## src/hw/rtl/ncrp_pkg.sv

```systemverilog
// Shared types and constants for the NCHW to channel-blocked repack unit.
package ncrp_pkg;

  localparam int unsigned OffsetBits = 48;
  localparam int unsigned DimBits    = 11;
  localparam int unsigned DimCap     = 1 << DimBits;
  localparam int unsigned BatchBits  = 6;
  localparam int unsigned BatchCap   = 1 << BatchBits;
  localparam int unsigned LaneBits   = 4;
  localparam int unsigned BlkBits    = DimBits - 3;
  localparam int unsigned PlaneBits  = 2 * DimBits + 1;
  localparam int unsigned PbytesBits = PlaneBits + 2;
  localparam int unsigned StepBits   = PbytesBits + LaneBits;
  localparam int unsigned BbytesBits = PbytesBits + DimBits + 1;
  localparam int unsigned CfgIdxBits = 3;
  localparam int unsigned CfgBits    = DimBits + 1;
  localparam int unsigned EszBits    = 3;
  localparam int unsigned EszMax     = 4;
  localparam int unsigned SettleCycles = 4;

  typedef logic [OffsetBits-1:0] offset_t;
  typedef logic [DimBits-1:0]    dim_t;
  typedef logic [DimBits:0]      cnt_t;
  typedef logic [BatchBits-1:0]  batch_t;
  typedef logic [BatchBits:0]    batch_cnt_t;
  typedef logic [LaneBits-1:0]   lane_t;
  typedef logic [BlkBits-1:0]    blk_t;
  typedef logic [EszBits-1:0]    esz_t;
  typedef logic [PlaneBits-1:0]  plane_t;
  typedef logic [PbytesBits-1:0] pbytes_t;
  typedef logic [StepBits-1:0]   step_t;
  typedef logic [BbytesBits-1:0] bbytes_t;
  typedef logic [CfgBits-1:0]    cfg_data_t;

  typedef enum logic [CfgIdxBits-1:0] {
    RegBatchCount   = 3'd0,
    RegChannelCount = 3'd1,
    RegRowCount     = 3'd2,
    RegColumnCount  = 3'd3,
    RegWideBlocks   = 3'd4,
    RegElementBytes = 3'd5
  } cfg_reg_e;

  function automatic cnt_t clamp_dim(cnt_t v);
    cnt_t r;
    if (v == '0) begin
      r = cnt_t'(1);
    end else if (v > cnt_t'(DimCap)) begin
      r = cnt_t'(DimCap);
    end else begin
      r = v;
    end
    return r;
  endfunction

endpackage

```

## src/hw/rtl/nchw_to_channel_blocked_repack_unit.sv

```systemverilog
// Address generator for an NCHW to NCHWc (8 or 16 lane) layout transform.
// Each accepted item yields one destination element, in destination order:
// batch, channel block, row, column, lane. Source offsets are tracked with adds only.
// Throughput is one item per clock unless the output stalls or the sizes settle; an accepted
// item's result is registered on the next clock. After reset and after every write to a
// defined register the input side holds ready low while the plane and batch byte sizes run
// through the size multipliers. Any write to a defined register restarts the walk.
module nchw_to_channel_blocked_repack_unit (
  input  logic                               clk_i,
  input  logic                               rst_ni,
  input  logic                               cfg_valid_i,
  output logic                               cfg_ready_o,
  input  logic [ncrp_pkg::CfgIdxBits-1:0]    cfg_index_i,
  input  ncrp_pkg::cfg_data_t                cfg_data_i,
  input  logic                               in_valid_i,
  output logic                               in_ready_o,
  input  logic                               restart_i,
  output logic                               out_valid_o,
  input  logic                               out_ready_i,
  output ncrp_pkg::offset_t                  dst_offset_o,
  output ncrp_pkg::offset_t                  src_offset_o,
  output logic                               is_padding_o,
  output logic                               is_last_o
);

  // configuration registers
  ncrp_pkg::batch_cnt_t batch_cnt_q;
  ncrp_pkg::cnt_t       chan_cnt_q, row_cnt_q, col_cnt_q;
  logic                 wide_q;
  ncrp_pkg::esz_t       esz_raw_q;
  logic                 cfg_we;

  // derived sizes
  ncrp_pkg::cnt_t     c_eff_q, h_eff_q, w_eff_q;
  ncrp_pkg::esz_t     esz_q;
  ncrp_pkg::batch_t   n_last_q;
  ncrp_pkg::blk_t     blk_last_q;
  ncrp_pkg::dim_t     h_last_q, w_last_q;
  ncrp_pkg::plane_t   plane_q;
  ncrp_pkg::pbytes_t  pbytes_q;
  ncrp_pkg::step_t    block_step_q;
  ncrp_pkg::bbytes_t  bbytes_q;
  logic [2:0]         settle_q;

  ncrp_pkg::batch_cnt_t n_eff;
  ncrp_pkg::cnt_t       c_eff, h_eff, w_eff;
  ncrp_pkg::esz_t       esz_eff;
  logic [ncrp_pkg::DimBits+1:0] blocks;

  // walk state
  ncrp_pkg::batch_t  batch_q, batch_d, cur_batch;
  ncrp_pkg::blk_t    blk_q, blk_d, cur_blk;
  ncrp_pkg::dim_t    row_q, row_d, cur_row;
  ncrp_pkg::dim_t    col_q, col_d, cur_col;
  ncrp_pkg::lane_t   lane_q, lane_d, cur_lane;
  ncrp_pkg::offset_t dst_q, dst_d, cur_dst;
  ncrp_pkg::offset_t lane_src_q, lane_src_d, cur_lane_src;
  ncrp_pkg::offset_t pix_src_q, pix_src_d, cur_pix_src;
  ncrp_pkg::offset_t blk_src_q, blk_src_d, cur_blk_src;
  ncrp_pkg::offset_t base_q, base_d, cur_base;

  // result register
  logic              out_valid_q;
  ncrp_pkg::offset_t out_dst_q, out_src_q;
  logic              out_pad_q, out_last_q;

  logic                accept;
  ncrp_pkg::cnt_t      channel;
  ncrp_pkg::lane_t     lane_max;
  logic                pad, last;
  logic                lane_wrap, col_wrap, row_wrap, blk_wrap, bat_wrap;
  ncrp_pkg::offset_t   esz_off, pix_next, blk_next, base_next;

  assign cfg_ready_o = 1'b1;
  assign cfg_we = cfg_valid_i && (cfg_index_i <= ncrp_pkg::CfgIdxBits'(ncrp_pkg::RegElementBytes));

  always_ff @(posedge clk_i or negedge rst_ni) begin
    if (!rst_ni) begin
      batch_cnt_q <= ncrp_pkg::batch_cnt_t'(1);
      chan_cnt_q  <= ncrp_pkg::cnt_t'(8);
      row_cnt_q   <= ncrp_pkg::cnt_t'(1);
      col_cnt_q   <= ncrp_pkg::cnt_t'(1);
      wide_q      <= 1'b0;
      esz_raw_q   <= ncrp_pkg::esz_t'(2);
    end else if (cfg_valid_i) begin
      unique case (ncrp_pkg::cfg_reg_e'(cfg_index_i))
        ncrp_pkg::RegBatchCount:   batch_cnt_q <= cfg_data_i[ncrp_pkg::BatchBits:0];
        ncrp_pkg::RegChannelCount: chan_cnt_q  <= cfg_data_i;
        ncrp_pkg::RegRowCount:     row_cnt_q   <= cfg_data_i;
        ncrp_pkg::RegColumnCount:  col_cnt_q   <= cfg_data_i;
        ncrp_pkg::RegWideBlocks:   wide_q      <= cfg_data_i[0];
        ncrp_pkg::RegElementBytes: esz_raw_q   <= cfg_data_i[ncrp_pkg::EszBits-1:0];
        default: ;
      endcase
    end
  end

  always_comb begin
    if (batch_cnt_q == '0) begin
      n_eff = ncrp_pkg::batch_cnt_t'(1);
    end else if (batch_cnt_q > ncrp_pkg::batch_cnt_t'(ncrp_pkg::BatchCap)) begin
      n_eff = ncrp_pkg::batch_cnt_t'(ncrp_pkg::BatchCap);
    end else begin
      n_eff = batch_cnt_q;
    end
    if (esz_raw_q == '0) begin
      esz_eff = ncrp_pkg::esz_t'(1);
    end else if (esz_raw_q > ncrp_pkg::esz_t'(ncrp_pkg::EszMax)) begin
      esz_eff = ncrp_pkg::esz_t'(ncrp_pkg::EszMax);
    end else begin
      esz_eff = esz_raw_q;
    end
    c_eff = ncrp_pkg::clamp_dim(chan_cnt_q);
    h_eff = ncrp_pkg::clamp_dim(row_cnt_q);
    w_eff = ncrp_pkg::clamp_dim(col_cnt_q);
    if (wide_q) begin
      blocks = ({1'b0, c_eff} + (ncrp_pkg::DimBits+2)'(15)) >> 4;
    end else begin
      blocks = ({1'b0, c_eff} + (ncrp_pkg::DimBits+2)'(7)) >> 3;
    end
  end

  // size pipeline: clamp, H*W, *esz, then block step and batch size
  always_ff @(posedge clk_i) begin
    c_eff_q    <= c_eff;
    h_eff_q    <= h_eff;
    w_eff_q    <= w_eff;
    esz_q      <= esz_eff;
    n_last_q   <= ncrp_pkg::batch_t'(n_eff - ncrp_pkg::batch_cnt_t'(1));
    h_last_q   <= ncrp_pkg::dim_t'(h_eff - ncrp_pkg::cnt_t'(1));
    w_last_q   <= ncrp_pkg::dim_t'(w_eff - ncrp_pkg::cnt_t'(1));
    blk_last_q <= ncrp_pkg::blk_t'(blocks - (ncrp_pkg::DimBits+2)'(1));
    plane_q    <= ncrp_pkg::plane_t'(h_eff_q * w_eff_q);
    pbytes_q   <= ncrp_pkg::pbytes_t'(plane_q * esz_q);
    bbytes_q   <= ncrp_pkg::bbytes_t'(c_eff_q * pbytes_q);
    if (wide_q) begin
      block_step_q <= ncrp_pkg::step_t'(pbytes_q) << 4;
    end else begin
      block_step_q <= ncrp_pkg::step_t'(pbytes_q) << 3;
    end
  end

  always_ff @(posedge clk_i or negedge rst_ni) begin
    if (!rst_ni) begin
      settle_q <= 3'(ncrp_pkg::SettleCycles);
    end else if (cfg_we) begin
      settle_q <= 3'(ncrp_pkg::SettleCycles);
    end else if (settle_q != '0) begin
      settle_q <= settle_q - 3'd1;
    end
  end

  assign in_ready_o = (settle_q == '0) && (!out_valid_q || out_ready_i);
  assign accept     = in_valid_i && in_ready_o;

  always_comb begin
    if (restart_i) begin
      cur_batch = '0; cur_blk = '0; cur_row = '0; cur_col = '0; cur_lane = '0;
      cur_dst = '0; cur_lane_src = '0; cur_pix_src = '0; cur_blk_src = '0; cur_base = '0;
    end else begin
      cur_batch = batch_q; cur_blk = blk_q; cur_row = row_q; cur_col = col_q;
      cur_lane = lane_q; cur_dst = dst_q; cur_lane_src = lane_src_q;
      cur_pix_src = pix_src_q; cur_blk_src = blk_src_q; cur_base = base_q;
    end

    lane_max = wide_q ? ncrp_pkg::lane_t'(15) : ncrp_pkg::lane_t'(7);
    channel  = wide_q ? {cur_blk, cur_lane} : {1'b0, cur_blk, cur_lane[2:0]};
    pad      = channel >= c_eff_q;

    lane_wrap = cur_lane == lane_max;
    col_wrap  = cur_col == w_last_q;
    row_wrap  = cur_row == h_last_q;
    blk_wrap  = cur_blk == blk_last_q;
    bat_wrap  = cur_batch == n_last_q;
    last      = lane_wrap && col_wrap && row_wrap && blk_wrap && bat_wrap;

    esz_off   = ncrp_pkg::offset_t'(esz_q);
    pix_next  = cur_pix_src + esz_off;
    blk_next  = cur_blk_src + ncrp_pkg::offset_t'(block_step_q);
    base_next = cur_base + ncrp_pkg::offset_t'(bbytes_q);

    batch_d = cur_batch; blk_d = cur_blk; row_d = cur_row; col_d = cur_col;
    lane_d = cur_lane; lane_src_d = cur_lane_src; pix_src_d = cur_pix_src;
    blk_src_d = cur_blk_src; base_d = cur_base;
    dst_d = cur_dst + esz_off;

    if (last) begin
      batch_d = '0; blk_d = '0; row_d = '0; col_d = '0; lane_d = '0;
      dst_d = '0; lane_src_d = '0; pix_src_d = '0; blk_src_d = '0; base_d = '0;
    end else if (!lane_wrap) begin
      lane_d     = cur_lane + ncrp_pkg::lane_t'(1);
      lane_src_d = cur_lane_src + ncrp_pkg::offset_t'(pbytes_q);
    end else begin
      lane_d = '0;
      if (!(col_wrap && row_wrap)) begin
        pix_src_d  = pix_next;
        lane_src_d = pix_next;
        if (!col_wrap) begin
          col_d = cur_col + ncrp_pkg::dim_t'(1);
        end else begin
          col_d = '0;
          row_d = cur_row + ncrp_pkg::dim_t'(1);
        end
      end else begin
        col_d = '0;
        row_d = '0;
        if (!blk_wrap) begin
          blk_d      = cur_blk + ncrp_pkg::blk_t'(1);
          blk_src_d  = blk_next;
          pix_src_d  = blk_next;
          lane_src_d = blk_next;
        end else begin
          blk_d      = '0;
          batch_d    = cur_batch + ncrp_pkg::batch_t'(1);
          base_d     = base_next;
          blk_src_d  = base_next;
          pix_src_d  = base_next;
          lane_src_d = base_next;
        end
      end
    end
  end

  always_ff @(posedge clk_i or negedge rst_ni) begin
    if (!rst_ni) begin
      batch_q <= '0; blk_q <= '0; row_q <= '0; col_q <= '0; lane_q <= '0;
      dst_q <= '0; lane_src_q <= '0; pix_src_q <= '0; blk_src_q <= '0; base_q <= '0;
    end else if (cfg_we) begin
      batch_q <= '0; blk_q <= '0; row_q <= '0; col_q <= '0; lane_q <= '0;
      dst_q <= '0; lane_src_q <= '0; pix_src_q <= '0; blk_src_q <= '0; base_q <= '0;
    end else if (accept) begin
      batch_q <= batch_d; blk_q <= blk_d; row_q <= row_d; col_q <= col_d;
      lane_q <= lane_d; dst_q <= dst_d; lane_src_q <= lane_src_d;
      pix_src_q <= pix_src_d; blk_src_q <= blk_src_d; base_q <= base_d;
    end
  end

  always_ff @(posedge clk_i or negedge rst_ni) begin
    if (!rst_ni) begin
      out_valid_q <= 1'b0;
    end else begin
      out_valid_q <= accept || (out_valid_q && !out_ready_i);
    end
  end

  always_ff @(posedge clk_i) begin
    if (accept) begin
      out_dst_q  <= cur_dst;
      out_src_q  <= pad ? '0 : cur_lane_src;
      out_pad_q  <= pad;
      out_last_q <= last;
    end
  end

  assign out_valid_o  = out_valid_q;
  assign dst_offset_o = out_dst_q;
  assign src_offset_o = out_src_q;
  assign is_padding_o = out_pad_q;
  assign is_last_o    = out_last_q;

`ifndef ASSERT_OFF
  a_pad_src_zero: assert property (@(posedge clk_i) disable iff (!rst_ni)
    out_valid_o && is_padding_o |-> src_offset_o == '0)
    else $error("padding item with nonzero source offset");

  a_walk_bounds: assert property (@(posedge clk_i) disable iff (!rst_ni)
    row_q <= h_last_q && col_q <= w_last_q && blk_q <= blk_last_q && lane_q <= lane_max)
    else $error("walk index beyond tensor bounds");

  a_cfg_settle: assert property (@(posedge clk_i) disable iff (!rst_ni)
    cfg_we |=> !in_ready_o)
    else $error("input accepted while sizes settle after a configuration write");
`endif

endmodule

```

## config.mk

```make
export PLATFORM = sky130hd
export DESIGN_NAME = nchw_to_channel_blocked_repack_unit
export DESIGN_NICKNAME = d
export VERILOG_FILES = /design/src/hw/rtl/ncrp_pkg.sv /design/src/hw/rtl/nchw_to_channel_blocked_repack_unit.sv
export SDC_FILE = /design/constraint.sdc
export NUM_CORES = 2
export LEC_CHECK = 0
export BUFFER_PORTS_ARGS = -buffer_cell sky130_fd_sc_hd__buf_2
export CELL_PAD_IN_SITES_DETAIL_PLACEMENT = 2
export CELL_PAD_IN_SITES_GLOBAL_PLACEMENT = 2
export CORE_MARGIN = 5
export CORE_UTILIZATION = 41
export CTS_CLUSTER_DIAMETER = 200
export DETAILED_ROUTE_END_ITERATION = 16
export PLACE_DENSITY = 0.87
export SYNTH_ARGS = -nofsm -noshare
export SYNTH_HDL_FRONTEND = slang
export SYNTH_SLANG_ARGS = --single-unit
```

## constraint.sdc

```tcl
create_clock -name clk_i -period 7.81 [get_ports clk_i]
set_clock_uncertainty 0.1 [all_clocks]
set_input_delay 0 -clock clk_i [delete_from_list [all_inputs] [get_ports clk_i]]
set_output_delay 0 -clock clk_i [all_outputs]
set_load 0.01 [all_outputs]
```

Word-level counts from Yosys, hierarchy flattened
Cells that the tools add are included.
Storage, ports and cells
  bits in registers: 618
  output and inout port bits: 101
  input port bits: 21
  logic and storage cells: 181
Cells by class
  $add $sub $neg: 17
  $lt $le $gt $ge: 7
  equal/unequal tests: 10
  reduce and logical (&&, ||, !) cells: 30
  $mul: 3
  mux-type cells: 77
Operators with widths (count)
  $mux W48: 29
  $mux W11: 14
  $add A48 B3 Y48: 2
  $mux W12: 7
  $mux W8: 8
  $mux W6: 9
  $add A48 B25 Y48: 1
  $add A48 B29 Y48: 1
  $add A48 B37 Y48: 1
  $mul A12 B25 Y37: 1
  $gt A12 B12 Y1 const B: 3
  $logic_not A12 Y1: 3
  $mux W28: 1
  $mul A23 B3 Y25: 1
  $mux W4: 6
  $mul A12 B12 Y23: 1
  $add A11 B1 Y11 const B: 2
  $eq A11 B11 Y1: 2
  $sub A11 B1 Y11 const B: 2
  $add A12 B4 Y12 const B: 1
  $ge A12 B12 Y1: 1
  $reduce_and A2 Y1: 6
  $add A11 B3 Y11 const B: 1
  $logic_and A1 B1 Y1: 9
  23 further kinds: 32

Longest topological paths before layout
  depth in word-level cells: 9
  gate-level depth with buffers: 24
  depth with buffers taken out: 22

Worst setup path after synthesis
OpenSTA, ideal clock, no wires.
  path type: register to register
  start point: register c_eff_q[3]
  end point: register bbytes_q[36]
  setup time: 72 ps
  setup slack: 1865 ps
  arrival: 5773 ps
  stages on the path, launching flop included: 23
  path buffers: 2
  data required time: 7638 ps
  clock period less this slack: 5945 ps
  cell sequence: dfxtp_1 -> clkbuf_1 -> clkbuf_1 -> nand2_1 -> fa_1 -> fa_1 -> fa_1 -> inv_1 -> fa_1 -> inv_1 -> fa_1 -> inv_1 -> ha_1 -> a21oi_1 -> nand2b_1 -> o21ai_0 -> a21oi_1 -> a211oi_1 -> o21ai_0 -> a21boi_0 -> o41ai_1 -> a21oi_1 -> xnor2_1
On the way
  word-level cells in the longest chain between the ends: 1
Ends and longest elaborated chain
  start: declaration: line nchw_to_channel_blocked_repack_unit.sv:34  | ncrp_pkg::cnt_t c_eff_q, h_eff_q, w_eff_q;
  start signal: assignment: line nchw_to_channel_blocked_repack_unit.sv:125  | c_eff_q <= c_eff;
  $mul A12 B25 Y37: line nchw_to_channel_blocked_repack_unit.sv:135  | bbytes_q <= ncrp_pkg::bbytes_t'(c_eff_q * pbytes_q);
  end signal: assignment: line nchw_to_channel_blocked_repack_unit.sv:135
  end: declaration: line nchw_to_channel_blocked_repack_unit.sv:42  | ncrp_pkg::bbytes_t bbytes_q;
Every way passes these cells.
A chain may end at the register's enable or synchronous reset.

Worst setup path after layout
  start point: register pbytes_q[0]
  end point: register bbytes_q[36]
On the way
  word-level cells in the longest chain between the ends: 1
Ends and longest elaborated chain
  start: declaration: line nchw_to_channel_blocked_repack_unit.sv:40  | ncrp_pkg::pbytes_t pbytes_q;
  start signal: assignment: line nchw_to_channel_blocked_repack_unit.sv:134  | pbytes_q <= ncrp_pkg::pbytes_t'(plane_q * esz_q);
  $mul A12 B25 Y37: line nchw_to_channel_blocked_repack_unit.sv:135
Every way passes these cells.

==> results.md <==
- Status: finished, final reports clean
- Yosys top cell area share: 16.4%
- Net count after synthesis: 6273
- Routability cong.: 0.930
- Ys flop type: dfrtp_1
- Starting DRC count in detailed routing: 4775
- Gr busiest metal: met2
- M2 GR Usage: 64.5%
- CTS Buf Count: 76
- Met3 GRT Util: 7.74%
- Slowest-stage cell, CP: dfxtp_1
- Critical Path RT: 8.32 ns
- All-Layer GR Usage: 38.2%
- Post-Route Setup TNS: 0 ns
- Worst Path Buf+Inv: 3
- Area grow syn2layout: 10.5%
- Layout cell share with drive strength beyond 1: 8.11%
- Max-slew violations: 0
- Synth Register Bits: 615
- Final Hold Fails: 0
- Root buffer cell: clkbuf_16
- Most frequent cells after synthesis: nand2_1, inv_1, fa_1
- Initial antenna violation count: 19
- Post-synth ARST share: 53.8%
- Final wirelength: 249 mm
- Power per cell area: 373 nW/µm²
- Max FO, Critical Path: 15
- P_leak: 24.8 nW
- Yosys Warn Count: 0
- Cell Rows: 127
- Area occupied by multi-input gates: 31700 µm²
- CTS tree: built
- Post-CTS Setup Bufs: 0
- Hold depth: 3
- DR vias: 47900
- Worst Tran Pin Value: 1.23 ns
- Post-Synthesis Cells: 5619
- Synth Area per Inst: 8.84 µm²
- Initial Util: 41.4%
- Period utilisation layout: 99.1%
- Design Power: 20.5 mW
- DR WL/cell: 34.0 µm
- Non-filler cells in the finished layout: 7328
- Critical path class: reg -> reg
- # setup viols final: 0
- Die height: 358 µm
- Port Buffer Count: 120
- Die area: 128000 µm²
- Critical path's largest stage delay: 0.85 ns
- CP arrival: 8.25 ns
- Largest net degree at the start of global routing: 154
- Clk sinks: 615
- Internal reg-to-reg setup slack: 0.07 ns
- Routed vias/inst: 6.54
- Register area share after synthesis: 30.1%
- Peak Freq: 0.129 GHz
- Vias in the first global route: 54400
- Minimum clock period: 7.74 ns
- H-tree depth: 3
- Count of cell types in the netlist: 99
- Top post-synthesis cells by area: dfrtp_1, fa_1, dfxtp_1
- FF+latch area: 15000 µm²
- Post-synthesis instance area: 49700 µm²
- RSZ-0062 raised after global routing: no
- Hold Path Class: in -> reg
- Final core utilization: 45.7%
- Critical-path cell list: nand2_1 > fa_1 > inv_1 > fa_1 > fa_1 > fa_1 > inv_1 > fa_1 > inv_1 > ha_1 > nand3_1 > a21oi_1 > o21ai_0 > a21oi_1 > a211oi_2 > o21ai_1 > a21boi_1 > o41ai_1 > a21oi_1 > xnor2_1
- Synth area leader: dfrtp_1
- Crit-path leading delay family: adder cells
- HP Start: cfg_data_i[7]
- Post-synth EDFFs: 98
- Worst slew margin: 17.8%
- Detailed Routing Iterations Pass 1: 6
- Worst-case vdd ir drop: 0.000353 V
- Drt drc: 0
- Clock Pin Slew Worst Setup and Hold Paths: 0.08 ns
- Die W: 358 µm
- Max_cap viols: 0
- Hold path endpoint: chan_cnt_q[7]$_DFFE_PN0P_
- Fillcell total: 13100
- Clk Latency, worst-skew pair: 0.76 ns
- CTS Buffer Depth: 3
- RR Startpoint: pbytes_q[0]$_DFF_P_
- Startpoint type of the worst setup path: flip-flop
- Io pins: 122
- First-pass GRT wire length: 367 mm
- Met1 global-route usage: 42.4%
- Top cell by count, worst path: fa_1
- R2R cell count: 20
- R2r endpoint: bbytes_q[36]$_DFF_P_
- DP HPWL: 150 mm
- CORE AREA: 120000 µm²
- Placed Instances: 7151
- Total grt overflow: 0
- Most common cell in the netlist: nand2_1
- Nets: 6300
- CP Capture Type: flip-flop
- Number of routed nets with antenna violations: 0
==> power breakdown <==
part	leakage [nW]	switching (mW)	internal, mW
clock	1.27	1.82	2.16
sequential	6.99	0.883	3.88
combinational	16.6	7.80	3.93
total	24.8	10.5	9.97
==> state kept, by name, summed over array words and instances, names as in the netlist, 23 cells and up <==
signal,cells
lane_src_q,48
dst_offset_o,48
block_step_q,26
plane_q,23
base_q,48
blk_src_q,48
src_offset_o,48
dst_q,48
pbytes_q,25
pix_src_q,48
bbytes_q,37
==> worst max path at each step <==
stage	start	to	slack, ns	depth (start not counted)
after floorplan	c_eff_q[3]$_DFF_P_	bbytes_q[36]$_DFF_P_	1.86	22
after global placement	pbytes_q[7]$_DFF_P_	bbytes_q[36]$_DFF_P_	1.04	20
after detailed placement	pbytes_q[7]$_DFF_P_	bbytes_q[36]$_DFF_P_	0.68	20
after CTS	pbytes_q[7]$_DFF_P_	bbytes_q[36]$_DFF_P_	0.11	20
after global routing	pbytes_q[0]$_DFF_P_	bbytes_q[36]$_DFF_P_	0.27	20
final	pbytes_q[0]$_DFF_P_	bbytes_q[36]$_DFF_P_	0.07	20
==> through the flow <==
step,hold WS [ns],setup slack (ns),area (µm²)
CTS,0.00835,0.114,54800
global placement,-0.0102,1.04,51900
floorplan,-0.396,1.86,49700
finish,0.0191,0.0709,54900
global route,0.0298,0.268,54900
detailed placement,-0.0199,0.677,51900
==> cells by family (layout without fill, tap and decap cells) <==
group,count (synthesis),after routing,synth area share [%]
compound gates,1138,1138,14.9
xor+xnor,285,285,5.02
fa+ha+maj,633,633,21.3
buf+inv,798,889,6.18
flops,615,615,30.1
mux,106,106,2.32
other cells,1,7,0.00755
simple gates,2043,2043,20.2
==> per-layer routing <==
metal / vias to the layer above / wire length [µm]
met5: - / 81
met4: 12 / 22300
met3: 1311 / 19200
met2: 3059 / 119000
met1: 24500 / 88900
li1: 19100 / -
==> cell type report <==
class,count,area share [%]
multi-input combinational,4206,57.8
sequential,615,27.3
clock buffer,106,3.91
tap,1612,3.68
inverter,521,3.57
timing repair buffer,226,2.81
clock inverter,36,0.923
antenna,6,0.0274
==> tightest hold or removal path, stage by stage <==
cell and delay (ns):
dlygate4sd3_1 0.52, buf_2 0.14, mux2_2 0.16
==> timing repair <==
item / in CTS / in global routing
endpoints found under the hold margin: 231 / 0
resized for setup: 0 / 13
hold buffers: 29 / 0
setup endpoints to repair: 0 / 5
==> cell usage in the layout, fill, tap and decap left out, types with 46 or more instances in the layout <==
cell	instances
a21o_1	109
a21oi_1	240
a22o_1	51
and2_1	214
and3_1	63
buf_2	118
buf_4	74
clkbuf_16	76
dfrtp_1	324
dfxtp_1	176
edfxtp_1	98
fa_1	356
ha_1	277
inv_1	519
mux2_2	73
nand2_1	817
nand3_1	127
nand4_1	55
nor2_1	263
nor2b_1	222
nor3_1	70
o21a_1	46
o21ai_0	338
xnor2_1	175
xor2_1	110
No activity file was read; power rests on OpenSTA's default activity.
